==> src/gesv_pkg.sv <==
package gesv_pkg;

  localparam int COEFF_W     = 32;
  localparam int DIM_W       = 5;
  localparam int ROW_IDX_W   = 4;
  localparam int PADDR_W     = 3;
  localparam int PDATA_W     = 32;
  localparam int QUEUE_DEPTH = 4;

  localparam logic [DIM_W-1:0] DIM_RESET     = 5'd4;
  // register select is paddr bit 2 (word index)
  localparam logic             REG_DIMENSION = 1'b0;

  localparam logic signed [31:0] Q_MAX = 32'sh7fffffff;
  localparam logic signed [31:0] Q_MIN = 32'sh80000000;

  typedef struct packed {
    logic signed [31:0] val;
    logic               ovf;
  } sat_t;

  typedef struct packed {
    logic               start;
    logic signed [31:0] dividend;
    logic signed [31:0] divisor;
  } div_req_t;

  typedef struct packed {
    logic               done;
    logic signed [31:0] quot;
    logic               ovf;
  } div_rsp_t;

  typedef enum logic [4:0] {
    ST_LOAD,
    E_PIV_RD, E_PIV_WT, E_M_RD, E_M_WT, E_DIV,
    E_K_RDI, E_K_RDJ, E_K_MUL, E_K_SUB,
    B_ROW, B_K_RD, B_K_MUL, B_K_SAT, B_K_ACC,
    B_R_RD, B_R_WT, B_D_WT, B_DIV, B_NEXT,
    O_RD, O_WT, O_HOLD
  } back_state_t;

  // clamp a wide signed value to the 32-bit range
  function automatic sat_t sat32(input logic signed [63:0] v);
    sat_t res;
    if (v > 64'sd2147483647) begin
      res.val = Q_MAX;
      res.ovf = 1'b1;
    end else if (v < -64'sd2147483648) begin
      res.val = Q_MIN;
      res.ovf = 1'b1;
    end else begin
      res.val = v[31:0];
      res.ovf = 1'b0;
    end
    return res;
  endfunction

endpackage

==> src/gesv_stream_if.sv <==
interface gesv_in_if import gesv_pkg::*; ();
  logic                      valid;
  logic                      ready;
  logic signed [COEFF_W-1:0] coeff;

  modport source (output valid, output coeff, input ready);
  modport sink (input valid, input coeff, output ready);
endinterface


==> src/gesv_front.sv <==
module gesv_front import gesv_pkg::*; #(
  parameter int IDX_W = 5
) (
  input  logic                          clk,
  input  logic                          rst,
  input  logic                          clear,
  input  logic [IDX_W-1:0]              n,
  gesv_in_if.sink                       in_ch,
  output logic                          q_valid,
  input  logic                          q_ready,
  output logic [1+2*IDX_W+COEFF_W-1:0]  q_data
);

  logic [IDX_W-1:0] row;
  logic [IDX_W-1:0] col;
  logic             accept;
  logic             end_row;
  logic             last;

  assign in_ch.ready = q_ready;
  assign q_valid     = in_ch.valid;
  assign accept      = in_ch.valid & q_ready;
  assign end_row     = (col == n);
  assign last        = end_row && (row == n - 1'b1);
  // tagged item: last-of-run flag, position, element
  assign q_data      = {last, row, col, in_ch.coeff};

  // row/column position of the next element
  always_ff @(posedge clk) begin
    if (rst || clear) begin
      row <= '0;
      col <= '0;
    end else if (accept) begin
      if (end_row) begin
        col <= '0;
        row <= last ? '0 : row + 1'b1;
      end else begin
        col <= col + 1'b1;
      end
    end
  end

endmodule

==> src/flat_wrapper.sv <==
// flat-port wrapper written by rule: the top's interface ports become plain ports
module gesv_front_flat import gesv_pkg::*;
#(
  parameter int IDX_W = 5
)
  (clk, rst, clear, n, q_valid, q_ready, q_data, in_ch_valid, in_ch_coeff, in_ch_ready);
  gesv_in_if in_ch_i ();
  input  logic clk;
  input  logic rst;
  input  logic clear;
  input  logic [IDX_W-1:0] n;
  output logic q_valid;
  input  logic q_ready;
  output logic [1+2*IDX_W+COEFF_W-1:0] q_data;
  input wire logic [$bits(in_ch_i.valid)-1:0] in_ch_valid;
  input wire logic [$bits(in_ch_i.coeff)-1:0] in_ch_coeff;
  output wire logic [$bits(in_ch_i.ready)-1:0] in_ch_ready;
  assign in_ch_i.valid = in_ch_valid;
  assign in_ch_i.coeff = in_ch_coeff;
  assign in_ch_ready = in_ch_i.ready;
  gesv_front #(.IDX_W(IDX_W)) u_core (.clk(clk), .rst(rst), .clear(clear), .n(n), .in_ch(in_ch_i), .q_valid(q_valid), .q_ready(q_ready), .q_data(q_data));
endmodule
==> config.mk <==
export PLATFORM = sky130hd
export DESIGN_NAME = gesv_front_flat
export DESIGN_NICKNAME = d
export VERILOG_FILES = /design/src/gesv_pkg.sv /design/src/gesv_stream_if.sv /design/src/gesv_front.sv /design/src/flat_wrapper.sv
export SDC_FILE = /design/constraint.sdc
export NUM_CORES = 1
export LEC_CHECK = 0
export ABC_CLOCK_PERIOD_IN_PS = 1560
export BUFFER_PORTS_ARGS = -buffer_cell sky130_fd_sc_hd__buf_2
export CORE_MARGIN = 4
export CORE_UTILIZATION = 33
export DETAILED_ROUTE_END_ITERATION = 8
export GPL_ROUTABILITY_DRIVEN = 0
export MAX_ROUTING_LAYER = met4
export PLACE_DENSITY = 0.8
export RECOVER_POWER = 25
export SYNTH_ARGS = -nofsm -noshare
export SYNTH_HDL_FRONTEND = slang
export SYNTH_SLANG_ARGS = --single-unit
==> constraint.sdc <==
create_clock -name clk -period 1.56 [get_ports clk]
set_input_delay 0.156 -clock clk [delete_from_list [all_inputs] [get_ports clk]]
set_output_delay 0.156 -clock clk [all_outputs]
set_load 0.005 [all_outputs]
==> impl_metrics.env <==
export IMPL_status="complete, but fails checks"
export IMPL_violations="negative setup slack"
export IMPL_die_area_sq_mm=0.00380
export IMPL_peakVddDrop_v=0.000252
export IMPL_clk_pin_slew_worst_paths_ns=0.06
export IMPL_worstSetupPathType="flip-flop to output pin"
export IMPL_syn_to_final_growth_pct=1.05
export IMPL_syn_nets=161
export IMPL_min_path_type="primary input to flip-flop"
export IMPL_first_pass_iters=4
export IMPL_grt_max_degree=10
export IMPL_power_share_switching=0.261
export IMPL_rsz0062_at_grt="true"
export IMPL_crit_slowest_cell="dfxtp_4"
export IMPL_period_share=1.12
export IMPL_cp_cell_sequence="nand4bb_1, a211oi_2, o311ai_4, nor4b_2, buf_2"
export IMPL_grt_use_total=0.105
export IMPL_power_density_mw_per_mm2=542
export IMPL_drc=0
export IMPL_drive_gt1_frac=0.395
export IMPL_core_area_sq_mm=0.00276
export IMPL_leakage_uw=0.000418
export IMPL_yosysSeqAreaShare=0.211
export IMPL_cts_root_buf="clkbuf_4"
export IMPL_cap_violations=0
export IMPL_first_global_vias=702
export IMPL_hold_violations=0
export IMPL_whs_ns=0.220
export IMPL_synth_seq_cells=10
export IMPL_pre_cts_ws_ns=-0.0836
export IMPL_fmax_ghz=0.574
export IMPL_p_comb_frac=0.175
export IMPL_fin_cells=145
export IMPL_cts_tree="yes"
export IMPL_cts_buffer_depth=2
export IMPL_numCtsBuffers=3
export IMPL_cp_end_kind="output pin"
export IMPL_die_x_microns=61.6
export IMPL_pwr_share_clk=0.335
export IMPL_antenna_found_initial=0
export IMPL_start_util=0.344
export IMPL_power_switching_uw=135
export IMPL_ioPinCount=87
export IMPL_netlist_area_sq_um=950
export IMPL_critPathLaunchType="flip-flop"
export IMPL_seq_area_sq_um=208
export IMPL_wirelength_microns=2000
export IMPL_grt_first_pass_wirelength_microns=2920
export IMPL_row_count=19
export IMPL_vias=762
export IMPL_syn_inst=116
export IMPL_min_period_ns=1.74
export IMPL_report_final_slew_viol_count=0
export IMPL_power_internal_uw=385
export IMPL_yosysWarningCount=0
export IMPL_dp_cells=139
export IMPL_num_antenna_cells=0
export IMPL_multiInputGateArea_sq_um=494
export IMPL_drtIter0Drc=21
export IMPL_yosys_area_top_type="buf_4"
export IMPL_postLayoutSetupSlackWorst_ns=-0.182
export IMPL_clk_latency_ns=0.26
export IMPL_cts_hold_buf=0
export IMPL_synth_cell_types=27
export IMPL_seqPwrFrac=0.490
export IMPL_ant_nets=0
export IMPL_setup_violations=1
export IMPL_grt_ovfl_total=0
export IMPL_arrival_ns=1.59
export IMPL_fillers=293
export IMPL_htreeDepth=1
export IMPL_avgSynthCellArea_sq_um=8.19
export IMPL_required_ns=1.40
export IMPL_cts_num_sinks=10
export IMPL_portBuffers=22
export IMPL_final_setup_skew_ns=0.00333
export IMPL_wl_per_cell_microns=13.8
export IMPL_reg2reg_slack_ns=0.07
export IMPL_cp_slowest_stage_delay_ns=0.38
export IMPL_crit_fanout=6
export IMPL_avgViaCountPerCell=5.26
export IMPL_hpwl_microns=1490
export IMPL_layout_nets=161
export IMPL_yosys_top_cells_area="buf_4 (28%), dfxtp_1 (21%), xor2_1 (10%)"
export IMPL_netlist_area_leader_share=0.277
export IMPL_max_slew_margin_rel=0.834
export IMPL_tightest_slew_ns=0.248
export IMPL_dieHeight_microns=61.6
==> through the flow <==
step | total power, uW | utilization | TNS, ns | area [sq um]
3_3_place_gp | 345 | 0.319 | -0.0271 | 881
5_1_grt | 543 | 0.348 | -0.280 | 960
6_report | 520 | 0.348 | -0.182 | 960
4_1_cts | 521 | 0.343 | -0.224 | 947
2_1_floorplan | 383 | - | 0 | 955
3_5_place_dp | 346 | 0.319 | -0.121 | 881
==> area by class of cell <==
class	count	share of cell area
repair buffers	32	0.197
flip-flops and latches	10	0.216
well taps	31	0.0404
inverters	2	0.00782
multi-input cells	67	0.515
clock buffers	3	0.0235
==> power by group through the flow <==
stage | sequential, uW | combinational [uW] | clock [uW]
5_1_grt | 255 | 100 | 187
2_1_floorplan | 264 | 119 | 0
6_report | 255 | 91.2 | 174
3_3_place_gp | 264 | 81.2 | 0
3_5_place_dp | 264 | 82.1 | 0
4_1_cts | 255 | 89.2 | 177
==> kinds of logic after synthesis <==
kind of cell | synth area share
AO/OA/AOI/OAI | 0.0843
XOR/XNOR | 0.138
adder cells (fa/ha/maj) | 0.0395
buffers and inverters | 0.298
flip-flops | 0.211
AND/OR/NAND/NOR | 0.229
==> cells in the mapped netlist (all sizes together) <==
master	number
nand2b	1
dlygate4sd1	1
a211oi	1
nor3	3
xnor2	4
and2	2
nand4	2
a21oi	3
ha	3
inv	2
o311ai	1
nand4bb	1
nor2	7
or2b	1
or2	1
clkbuf	1
nand3	7
a31oi	3
nor4b	1
nand2	10
nand4b	1
nand3b	3
dfxtp	10
a21boi	1
xor2	11
buf	35
==> path summary, 6_finish.rpt <==
| check | startpoint | end | depth (start not counted) |
|---|---|---|---|
| worst min-delay path | rst | u_core.row[2] | 3 |
| worst max register to register | u_core.row[2] | u_core.row[2] | 7 |
| worst min register to register | u_core.row[2] | u_core.row[2] | 2 |
| worst max-delay path | u_core.row[2] | q_data[42] | 5 |
==> cells in the final DEF (no fill, tap or decap), drive strengths merged <==
cell / instances
a211oi: 1
a21boi: 1
a21oi: 3
a31oi: 3
and2: 2
buf: 32
clkbuf: 3
dfxtp: 10
ha: 3
inv: 2
nand2: 10
nand2b: 1
nand3: 7
nand3b: 3
nand4: 2
nand4b: 1
nand4bb: 1
nor2: 7
nor3: 3
nor4b: 1
o311ai: 1
or2: 1
or2b: 1
xnor2: 4
xor2: 11
==> flip-flops by register name, summed over array words and instances, names as in the netlist <==
| register | cells |
|---|---|
| u_core.row | 5 |
| u_core.col | 5 |
==> worst max-delay path: cells and delay by family (launching register included) <==
kind / cells / cell delay (ns)
AOI/OAI and AO/OA: 2 / 0.44
DFF: 1 / 0.38
and+or+nand+nor: 2 / 0.36
buffers and inverters: 1 / 0.15
==> repair_timing <==
item | 4_1_cts | 5_1_grt
pin swaps | 3 | 5
setup endpoints to repair | 1 | 10
setup buffers | 2 | 1
resized for setup | 6 | 1
==> per-layer routing <==
metal	GRT usage	vias up	share of wire
li1	-	353	-
met3	0.0335	18	0.097
met4	0.0727	0	0.053
met1	0.117	355	0.39
met2	0.157	36	0.46
met5	-	-	0
Note: power is estimated with default switching activity, not from simulation.
