--- src/gesv_fifo.sv ---
module gesv_fifo #(
  parameter int WIDTH = 8,
  parameter int DEPTH = 4
) (
  input  logic             clk,
  input  logic             rst,
  input  logic             wr_valid,
  output logic             wr_ready,
  input  logic [WIDTH-1:0] wr_data,
  output logic             rd_valid,
  input  logic             rd_ready,
  output logic [WIDTH-1:0] rd_data
);

  localparam int AW = (DEPTH > 1) ? $clog2(DEPTH) : 1;
  localparam int CW = $clog2(DEPTH + 1);
  localparam logic [AW-1:0] LAST_PTR = AW'(DEPTH - 1);

  logic [WIDTH-1:0] mem [DEPTH];
  logic [AW-1:0]    wp;
  logic [AW-1:0]    rp;
  logic [CW-1:0]    cnt;
  logic             push;
  logic             pop;

  assign wr_ready = (cnt != CW'(DEPTH));
  assign rd_valid = (cnt != '0);
  assign rd_data  = mem[rp];
  assign push     = wr_valid & wr_ready;
  assign pop      = rd_valid & rd_ready;

  // pointers and fill level
  always_ff @(posedge clk) begin
    if (rst) begin
      wp  <= '0;
      rp  <= '0;
      cnt <= '0;
    end else begin
      if (push) wp <= (wp == LAST_PTR) ? '0 : wp + 1'b1;
      if (pop)  rp <= (rp == LAST_PTR) ? '0 : rp + 1'b1;
      if (push && !pop)      cnt <= cnt + 1'b1;
      else if (pop && !push) cnt <= cnt - 1'b1;
    end
  end

  // storage
  always_ff @(posedge clk) begin
    if (push) mem[wp] <= wr_data;
  end

endmodule

--- config.mk ---
export PLATFORM = sky130hd
export DESIGN_NAME = gesv_fifo
export DESIGN_NICKNAME = d
export VERILOG_FILES = /design/src/gesv_fifo.sv
export SDC_FILE = /design/constraint.sdc
export NUM_CORES = 1
export LEC_CHECK = 0
export ABC_AREA = 1
export BUFFER_PORTS_ARGS = -buffer_cell sky130_fd_sc_hd__buf_2
export CAP_MARGIN = 25
export CELL_PAD_IN_SITES_DETAIL_PLACEMENT = 0
export CELL_PAD_IN_SITES_GLOBAL_PLACEMENT = 1
export CORE_AREA = 2 2 63 65
export DETAILED_ROUTE_END_ITERATION = 12
export DIE_AREA = 0 0 65 67
export PLACE_DENSITY = 0.76
export REMOVE_ABC_BUFFERS = 1
export SLEW_MARGIN = 20
export SYNTH_ARGS = -nofsm -noshare
export SYNTH_HDL_FRONTEND = slang
export SYNTH_SLANG_ARGS = --single-unit
export TNS_END_PERCENT = 10
--- constraint.sdc ---
create_clock -name clk -period 4.6 [get_ports clk]
set_clock_uncertainty 0.1 [all_clocks]
set_input_delay 0.23 -clock clk [delete_from_list [all_inputs] [get_ports clk]]
set_output_delay 0.23 -clock clk [all_outputs]
set_load 0.1 [all_outputs]
==> results.cfg, run 1 <==
[logic_synthesis]
synth_seq_area_share = 0.673
post_synth_edffs = 32
synthesis.area_um2 = 1700
synth-warning-count = 0
avgSynthCellArea_um2 = 11.7
synth_top_flop_cell = sky130_fd_sc_hd__edfxtp_1
syn_inst = 145
async_flop_share = 0
ys_ff_latch = 41
yosys.cell_types.count = 20

[sta]
finalCritPeriodShare = 0.480
finalHoldViolCount = 0
post-route-worst-setup-slack_ns = 2.39
setup_repair_after_global_routing_missed_its_margin = false
report.final.slew_viol_count = 0
finalSetupViolCount = 0
worst_hold_slack_across_all_endpoints_ns = 0.0516
timing.slew.headroom = 0.448
fmax_mhz = 453
finalSetupTns_ns = 0
final.min_clock_period_ns = 2.21
tightestPinTransition_ns = 0.826

[worst_setup_path]
largest_stage_delay_on_the_critical_path_ns = 0.70
setup.worst_path.end_class = output port
crit_type = flop to output port
critical_path.n_buffers_inverters = 2
timing.critical_path.slowest_stage_cell = sky130_fd_sc_hd__dfxtp_1
arrival_ns = 1.88
critical-path-top-delay-family = flip-flops
critical_path.cell_chain = inv_2, o21ai_0, o22ai_1, buf_2
crit_fanout = 17
timing.critical_path.required_ns = 4.27
type_of_element_launching_the_critical_path = flop

[placement]
gp_congestion = 0.713
port_buffers = 21
preCtsSetupSlack_ns = 2.67
cells_after_dpl = 212
dpl.hpwl_um = 2010

[status]
outcome = finished clean

[finish]
layout.cells.most_common_list = 32 x sky130_fd_sc_hd__nor2_1, 32 x sky130_fd_sc_hd__edfxtp_1, 21 x sky130_fd_sc_hd__buf_2
antennaDiodeCount = 0
fin_nets = 191
layout.filler_cells = 341
areaGrowthSynthToFinish_pct = 13.8
finish.cell_count_without_fillers = 221
post_route_cells_drive_above_1_share = 0.202

[hold_path]
worst_hold_path_type = input pin to flop

[drt]
ant_nets = 0
drcViolationCount = 0
wire_per_inst_um = 13.4
postRouteWirelength_um = 2960
detail_route.first_pass.iterations = 4
routed-via-count = 1095
initialDrtViolationCount = 81
routed_via_density = 4.95

[die]
floorplan.core_area_um2 = 3610
pin_count = 22
die_area_um2 = 4360
dieHeight_um = 67
placement_rows = 22
die_w_um = 65
initial_core_util = 0.471

[clock_tree]
tritoncts = built
tritoncts.num_buffers = 5
cts-htree-levels = 2
clock_insertion_delay_worst_skew_ns = 0.29
numClockSinks = 41
clock_tree.root_cell = sky130_fd_sc_hd__clkbuf_8
clk_path_buf_depth = 2
cts.reportedPaths.clkPinSlew_ns = 0.08

[grt]
grt_start_max_net_pins = 18
grt_pass1_vias = 1048
gr-total-overflow = 0
gr-usage-all-layers = 0.153
grt_pass1_wl_um = 4710
antenna_found_initial = 0

[job]
max-cap-violations = 0
## area by class of cell
class / instances / area, um^2 / share of cell area
tap: 48 / 60.1 / 0.0311
inverter: 16 / 60.1 / 0.0311
multi-input combinational: 86 / 473 / 0.245
clock inverter: 3 / 12.5 / 0.00648
clock buffer: 5 / 68.8 / 0.0356
sequential: 41 / 1140 / 0.591
timing repair buffer: 22 / 115 / 0.0596
## cell usage after synthesis (2+ instances only)
cell type,instances,area (um^2)
sky130_fd_sc_hd__a21oi_1,2,10.0
sky130_fd_sc_hd__o22ai_1,8,50.1
sky130_fd_sc_hd__ha_1,6,75.1
sky130_fd_sc_hd__nand3b_1,2,15.0
sky130_fd_sc_hd__o21ai_0,13,65.1
sky130_fd_sc_hd__nand2_2,3,18.8
sky130_fd_sc_hd__o21ai_2,3,26.3
sky130_fd_sc_hd__nand2_1,11,41.3
sky130_fd_sc_hd__inv_1,15,56.3
sky130_fd_sc_hd__buf_6,2,22.5
sky130_fd_sc_hd__nor2_1,32,120
sky130_fd_sc_hd__edfxtp_1,32,961
sky130_fd_sc_hd__dfxtp_1,9,180
## flip-flops by register name, summed over array words and instances (netlist names), named ones only
signal	count
mem	32
cnt	3
rp	2
wp	2
## worst reg2reg max path, delay by kind of cell (launching register included)
kind            cells  cell delay (ns)
fa+ha+maj           2             0.62
compound gates      1             0.17
flops               1             0.34
simple gates        4             0.46
buf+inv             2             0.15
## per-layer routing
layer,wire [um],track usage
met2,1570,0.269
met4,53,0.0878
met3,91,0.0389
met5,0,0
met1,1240,0.168
## path summary, 6_finish.rpt
check / startpoint / endpoint / slack (ns) / cells after the start
setup / recovery: flop / rd_data[3] / 2.39 / 4
hold / removal: wr_data[3] / mem[1][3] / 0.05 / 1
setup reg to reg: cnt[1] / cnt[1] / 2.66 / 9
hold reg to reg: rp[1] / flop / 0.43 / 2
## timing repair
item	in CTS	in global routing
hold buffers	1	0
resized for setup	0	0
buffers inserted	0	0
endpoints found under the hold margin	1	0
## cells by family after synthesis
| logic type | synth area share |
|---|---|
| AND/OR/NAND/NOR | 0.125 |
| buffers and inverters | 0.0487 |
| flip-flops | 0.673 |
| AO/OA/AOI/OAI | 0.0922 |
| adder cells (fa/ha/maj) | 0.0560 |
| XOR/XNOR | 0.00516 |
## per-stage QoR
stage | cell area [um^2] | util
6_report | 1930 | 0.535
5_1_grt | 1930 | 0.535
4_1_cts | 1930 | 0.535
3_5_place_dp | 1840 | 0.510
3_3_place_gp | 1840 | 0.510
2_1_floorplan | 1670 | -
Power of run 1 is not shown: default switching activity piles up to over one toggle a cycle in this logic, so the estimate is an artifact.
==> run 2: changes to the inputs <==
--- a/config.mk
+++ b/config.mk
@@ -5,15 +5,15 @@
 export SDC_FILE = /design/constraint.sdc
 export NUM_CORES = 1
 export LEC_CHECK = 0
-export ABC_AREA = 1
+export ABC_AREA = 0
 export BUFFER_PORTS_ARGS = -buffer_cell sky130_fd_sc_hd__buf_2
 export CAP_MARGIN = 25
 export CELL_PAD_IN_SITES_DETAIL_PLACEMENT = 0
 export CELL_PAD_IN_SITES_GLOBAL_PLACEMENT = 1
-export CORE_AREA = 2 2 63 65
+export CORE_AREA = 2 2 62 64
 export DETAILED_ROUTE_END_ITERATION = 12
-export DIE_AREA = 0 0 65 67
-export PLACE_DENSITY = 0.76
+export DIE_AREA = 0 0 64 66
+export PLACE_DENSITY = 0.72
 export REMOVE_ABC_BUFFERS = 1
 export SLEW_MARGIN = 20
 export SYNTH_ARGS = -nofsm -noshare
==> constraint.sdc (replaced) <==
create_clock -name clk -period 2.25 [get_ports clk]
set_clock_uncertainty 0.1 [all_clocks]
set_input_delay 0.1125 -clock clk [delete_from_list [all_inputs] [get_ports clk]]
set_output_delay 0.1125 -clock clk [all_outputs]
set_load 0.1 [all_outputs]
==> results.cfg, run 2 <==
[status]
outcome = finished clean

[drt]
drcViolationCount = 0
detail_route.first_pass.iterations = 4
met2_wirelength_um = 1410
routed-wl-met3_um = 131
routed_via_density = 5.00
initialDrtViolationCount = 16
met1Wirelength_um = 1090
routed-via-count = 890
wire_per_inst_um = 14.9
ant_nets = 0
postRouteWirelength_um = 2650
top_signal_layer_used = met4

[finish]
largest_reg_flops = 32
layout.cells.most_common_list = 32 x sky130_fd_sc_hd__edfxtp_1, 21 x sky130_fd_sc_hd__buf_2, 10 x sky130_fd_sc_hd__dlygate4sd3_1
regMostFlops = mem
final_common_cell = sky130_fd_sc_hd__edfxtp_1
fin_nets = 148
post_route_cells_drive_above_1_share = 0.454
layout.filler_cells = 270
antennaDiodeCount = 0
final_core_util = 0.579
top_regs = mem x32, cnt x3
area.sequential_um2 = 1150
areaGrowthSynthToFinish_pct = 25.7
multi_input_comb_area_um2 = 490

[clock_tree]
numClockSinks = 41
tritoncts = built
clk_path_buf_depth = 2
cts-htree-levels = 2
clock_tree.root_cell = sky130_fd_sc_hd__clkbuf_4
cts.reportedPaths.clkPinSlew_ns = 0.12
clock_insertion_delay_worst_skew_ns = 0.34
tritoncts.num_buffers = 5

[hold_path]
worst_hold_path_type = input pin to flop

[die]
pin_count = 22
dieHeight_um = 66
placement_rows = 22
die_area_um2 = 4220
initial_core_util = 0.460
floorplan.core_area_um2 = 3550
die_w_um = 64

[sta]
report.final.slew_viol_count = 0
tightestPinTransition_ns = 0.486
finalCritPeriodShare = 0.978
finalSetupViolCount = 0
fmax_mhz = 455
finalHoldViolCount = 0
timing.slew.headroom = 0.678
final.min_clock_period_ns = 2.20

[placement]
port_buffers = 21
dpl.hpwl_um = 1760
gp_congestion = 0.710

[logic_synthesis]
synth_fa_ha_area_frac = 0.0582
syn_inst = 90
synth_top_cells_by_count = 32 x sky130_fd_sc_hd__edfxtp_1, 9 x sky130_fd_sc_hd__dfxtp_1, 8 x sky130_fd_sc_hd__mux4_2
synthMuxAreaShare = 0.129
avgSynthCellArea_um2 = 18.2
synthesis.area_um2 = 1630
post_synth_xor_area_fraction = 0.0107
post-synth-top-area-fraction = 0.588
ys_ff_latch = 41
yosysMostFrequentCell = sky130_fd_sc_hd__edfxtp_1
async_flop_share = 0
synth_seq_area_share = 0.698
synth-warning-count = 0
synthesized_area_fraction_occupied_by_and_or_nand_nor_cells = 0.0651
combinational_family_with_the_most_area_after_synthesis = multiplexers
synth_top_flop_cell = sky130_fd_sc_hd__edfxtp_1
yosys.cell_types.count = 26
post_synth_edffs = 32
synthTopCellsByArea = sky130_fd_sc_hd__edfxtp_1 59%, sky130_fd_sc_hd__dfxtp_1 11%, sky130_fd_sc_hd__mux4_2 11%, sky130_fd_sc_hd__ha_1 4.6%, sky130_fd_sc_hd__mux2i_1 1.8%
synth_top_cell_by_area = sky130_fd_sc_hd__edfxtp_1
synth_compound_area_frac = 0.0214

[worst_setup_path]
type_of_element_launching_the_critical_path = flop
crit_type = flop to flop
timing.critical_path.required_ns = 2.43
crit_fanout = 5
arrival_ns = 2.38
setup.worst_path.end_class = flop

[power]
total_power_divided_by_cell_area_nw_per_um2 = 1360
p_clk_frac = 0.205
totalPowerFinal_uw = 2800
power.ir.vdd_worst_mv = 0.860
comb_power_share = 0.435
p_seq_frac = 0.359
swShare = 0.412
power.internal_uw = 1650
switching_power_uw = 1150
cellLeakagePower_uw = 0.000766

[grt]
grt_pass1_vias = 931
grt_start_max_net_pins = 14
gr-total-overflow = 0
gr-usage-all-layers = 0.143
antenna_found_initial = 0
grt_pass1_wl_um = 4300

[job]
max-cap-violations = 0
## run 2: changes by cell type after synthesis, moves of 3 or more
cell                      before  now
sky130_fd_sc_hd__o22ai_1       8    0
sky130_fd_sc_hd__o21ai_2       3    0
sky130_fd_sc_hd__inv_1        15    3
sky130_fd_sc_hd__and3_2        0    4
sky130_fd_sc_hd__o21ai_0      13    1
sky130_fd_sc_hd__mux2i_1       0    3
sky130_fd_sc_hd__nand2_2       3    0
sky130_fd_sc_hd__mux4_2        0    8
sky130_fd_sc_hd__nor2_1       32    3
sky130_fd_sc_hd__nand2_1      11    1
## run 2: through the flow
step                      cell area [um^2]  TNS, ns  setup WS [ns]  hold slack, ns  instances
after global placement                1810        0         0.0894           0.223        159
after global routing                  2050  -0.0391        -0.0391           0.187        178
final                                 2050        0         0.0503           0.172        178
after floorplan                       1620   -0.993         -0.669          0.0816         86
after detailed placement              1810  -0.0177        -0.0177           0.231        159
after CTS                             2030        0         0.0351           0.132        177
## run 2: what timing repair did
item / CTS / global route
resized for setup: 8 / 3
hold endpoints to repair: 40 / 0
hold buffers: 10 / 0
setup endpoints to repair: 1 / 1
pin swaps: 0 / 1
setup buffers: 0 / 1
cloned: 0 / 0
## run 2: cells by family (layout without fill, tap and decap cells)
kind of cell	after synthesis	count (layout)
multiplexers	11	11
XOR/XNOR	2	2
AND/OR/NAND/NOR	17	17
adder cells (fa/ha/maj)	7	7
flip-flops	41	41
AO/OA/AOI/OAI	5	5
buffers and inverters	7	47
## run 2: final timing paths
check / from / to / slack [ns] / depth (start not counted)
min: rd_ready / rp[0] / 0.17 / 5
min reg2reg: rp[0] / rp[0] / 0.42 / 2
max reg2reg: cnt[1] / cnt[2] / 0.05 / 7
max: cnt[1] / cnt[2] / 0.05 / 7
## run 2: layout make-up
type                    instances  share of cell area
multi-input cells              42               0.239
repair buffers                 36               0.118
clock buffers                   5              0.0183
flip-flops and latches         41               0.558
inverters                       3             0.00548
clock inverters                 3              0.0317
well taps                      48              0.0292
## run 2: routing by layer
metal | GRT usage | vias to the layer above
met2 | 0.262 | 21
met5 | 0 | -
li1 | - | 424
met3 | 0.0460 | 2
met1 | 0.153 | 443
met4 | 0.0571 | 0
## run 2: worst max-delay path: stages (launching register included)
cell and delay (ns):
sky130_fd_sc_hd__dfxtp_4 0.38, sky130_fd_sc_hd__o31ai_2 0.36, sky130_fd_sc_hd__ha_4 0.20, sky130_fd_sc_hd__inv_2 0.04
sky130_fd_sc_hd__fa_2 0.35, sky130_fd_sc_hd__xor2_1 0.15, sky130_fd_sc_hd__or3_2 0.43, sky130_fd_sc_hd__a21oi_2 0.14
## run 2: power groups by stage
stage,combinational (uW),clock (uW),sequential [uW]
5_1_grt,1280,625,1020
3_3_place_gp,1120,0,1010
3_5_place_dp,1130,0,1010
4_1_cts,1180,589,1010
2_1_floorplan,920,0,1020
6_report,1220,576,1010
Power figures use the tool's default switching activity.
==> run 3: changes to the inputs <==
--- a/config.mk
+++ b/config.mk
@@ -10,10 +10,10 @@
 export CAP_MARGIN = 25
 export CELL_PAD_IN_SITES_DETAIL_PLACEMENT = 0
 export CELL_PAD_IN_SITES_GLOBAL_PLACEMENT = 1
-export CORE_AREA = 2 2 62 64
+export CORE_AREA = 2 2 50 76
 export DETAILED_ROUTE_END_ITERATION = 12
-export DIE_AREA = 0 0 64 66
-export PLACE_DENSITY = 0.72
+export DIE_AREA = 0 0 52 78
+export PLACE_DENSITY = 0.74
 export REMOVE_ABC_BUFFERS = 1
 export SLEW_MARGIN = 20
 export SYNTH_ARGS = -nofsm -noshare
==> constraint.sdc (replaced) <==
create_clock -name clk -period 2.7 [get_ports clk]
set_clock_uncertainty 0.1 [all_clocks]
set_input_delay 0.135 -clock clk [delete_from_list [all_inputs] [get_ports clk]]
set_output_delay 0.135 -clock clk [all_outputs]
set_load 0.1 [all_outputs]
==> results.cfg, run 3 (synthesized netlist as in run 2, its figures left out) <==
[drt]
wire_per_inst_um = 15.0
initialDrtViolationCount = 17
postRouteWirelength_um = 2490
detail_route.first_pass.iterations = 4
ant_nets = 0
drcViolationCount = 0
routed-via-count = 857
routed_via_density = 5.16

[clock_tree]
tritoncts = built
clock_insertion_delay_worst_skew_ns = 0.28
clk_path_buf_depth = 2
cts-htree-levels = 2
cts_setup_buffers = 0
tritoncts.num_buffers = 5
post_cts_resized = 0
numClockSinks = 41
clock_tree.root_cell = sky130_fd_sc_hd__clkbuf_8
cts.reportedPaths.clkPinSlew_ns = 0.07
cts_hold_buffers = 8

[finish]
top_regs = mem x32, cnt x3
largest_reg_flops = 32
areaGrowthSynthToFinish_pct = 19.0
layout.cells.most_common_list = 32 x sky130_fd_sc_hd__edfxtp_1, 21 x sky130_fd_sc_hd__buf_2, 9 x sky130_fd_sc_hd__dfxtp_1
multi_input_comb_area_um2 = 464
fin_nets = 142
final_common_cell = sky130_fd_sc_hd__edfxtp_1
area.sequential_um2 = 1140
regMostFlops = mem
post_route_cells_drive_above_1_share = 0.363
antennaDiodeCount = 0
layout.filler_cells = 271

[grt]
gr-usage-all-layers = 0.146
grt_pass1_wl_um = 4230
antenna_found_initial = 0
grt_pass1_vias = 946
grt_start_max_net_pins = 13
gr-total-overflow = 0

[die]
dieHeight_um = 78
floorplan.core_area_um2 = 3350
die_area_um2 = 4060
die_w_um = 52
initial_core_util = 0.488
placement_rows = 26
pin_count = 22

[power]
totalPowerFinal_uw = 2120
switching_power_uw = 926
p_clk_frac = 0.173
cellLeakagePower_uw = 0.000726
total_power_divided_by_cell_area_nw_per_um2 = 1090
power.ir.vdd_worst_mv = 0.992
comb_power_share = 0.425
p_seq_frac = 0.401
power.internal_uw = 1200
swShare = 0.436

[worst_setup_path]
timing.reg2reg.worst_path_depth = 8
critical-path-top-delay-family = simple AND/OR/NAND/NOR gates
crit_type = flop to flop
timing.critical_path.slowest_stage_cell = sky130_fd_sc_hd__dfxtp_1
crit_fanout = 7
critical_path.reg2reg.startpoint = cnt[0]
arrival_ns = 2.48
setup.worst_path.end_class = flop
regToRegSetupSlack_ns = 0.34
rr_endpoint = cnt[2]
timing.critical_path.required_ns = 2.82
critical_path.cell_chain = or3b_1, and2_4, ha_1, inv_1, fa_1, xor2_1, or3_2, a21oi_1
critical_path.n_buffers_inverters = 1
type_of_element_launching_the_critical_path = flop
startpoint = cnt[0]
largest_stage_delay_on_the_critical_path_ns = 0.43

[sta]
finalSetupTns_ns = 0
fmax_mhz = 424
finalHoldViolCount = 0
setup_repair_after_global_routing_missed_its_margin = false
report.final.slew_viol_count = 0
finalCritPeriodShare = 0.875
final.min_clock_period_ns = 2.36
tightestPinTransition_ns = 0.518
timing.slew.headroom = 0.654
finalSetupViolCount = 0

[hold_path]
hp-start = rst
min_to = cnt[2]
worst_hold_stages = 2
worst_hold_path_type = input pin to flop

[placement]
dpl.hpwl_um = 1800
gp_congestion = 0.695
port_buffers = 21

[job]
max-cap-violations = 0

[status]
outcome = finished clean
==> run 3: power groups by stage <==
stage	logic [uW]	clock network, uW	registers, uW
floorplan	767	0	847
global placement	888	0	862
detailed placement	906	0	869
CTS	915	382	856
global route	960	405	869
finish	903	368	852
==> run 3: cell type report <==
class	count	area share
well taps	42	0.0270
multi-input cells	42	0.239
clock buffers	6	0.0373
inverters	3	0.00579
clock inverters	2	0.00515
flip-flops and latches	41	0.587
repair buffers	30	0.0991
==> run 3: worst max-delay path by stage <==
stage	endpoint	slack [ns]	cells past startpoint
finish	cnt[2]	0.34	8
global route	cnt[2]	0.17	8
CTS	cnt[2]	0.32	8
detailed placement	cnt[2]	0.33	8
global placement	cnt[2]	0.43	8
floorplan	cnt[2]	-0.22	8
==> run 3: layer usage <==
metal	track usage	wire length, um
met1	0.159	980
met3	0.0442	139
met4	0.0684	35
met5	0	0
met2	0.251	1340
==> run 3: stage by stage <==
stage	setup slack, ns	util	instances	hold WS (ns)	instance area [um^2]
floorplan	-0.219	-	86	0.104	1620
global placement	0.430	0.532	150	0.244	1780
detailed placement	0.332	0.532	150	0.254	1780
CTS	0.315	0.580	166	0.0328	1940
global route	0.174	0.580	166	0.0705	1940
finish	0.339	0.580	166	0.0355	1940
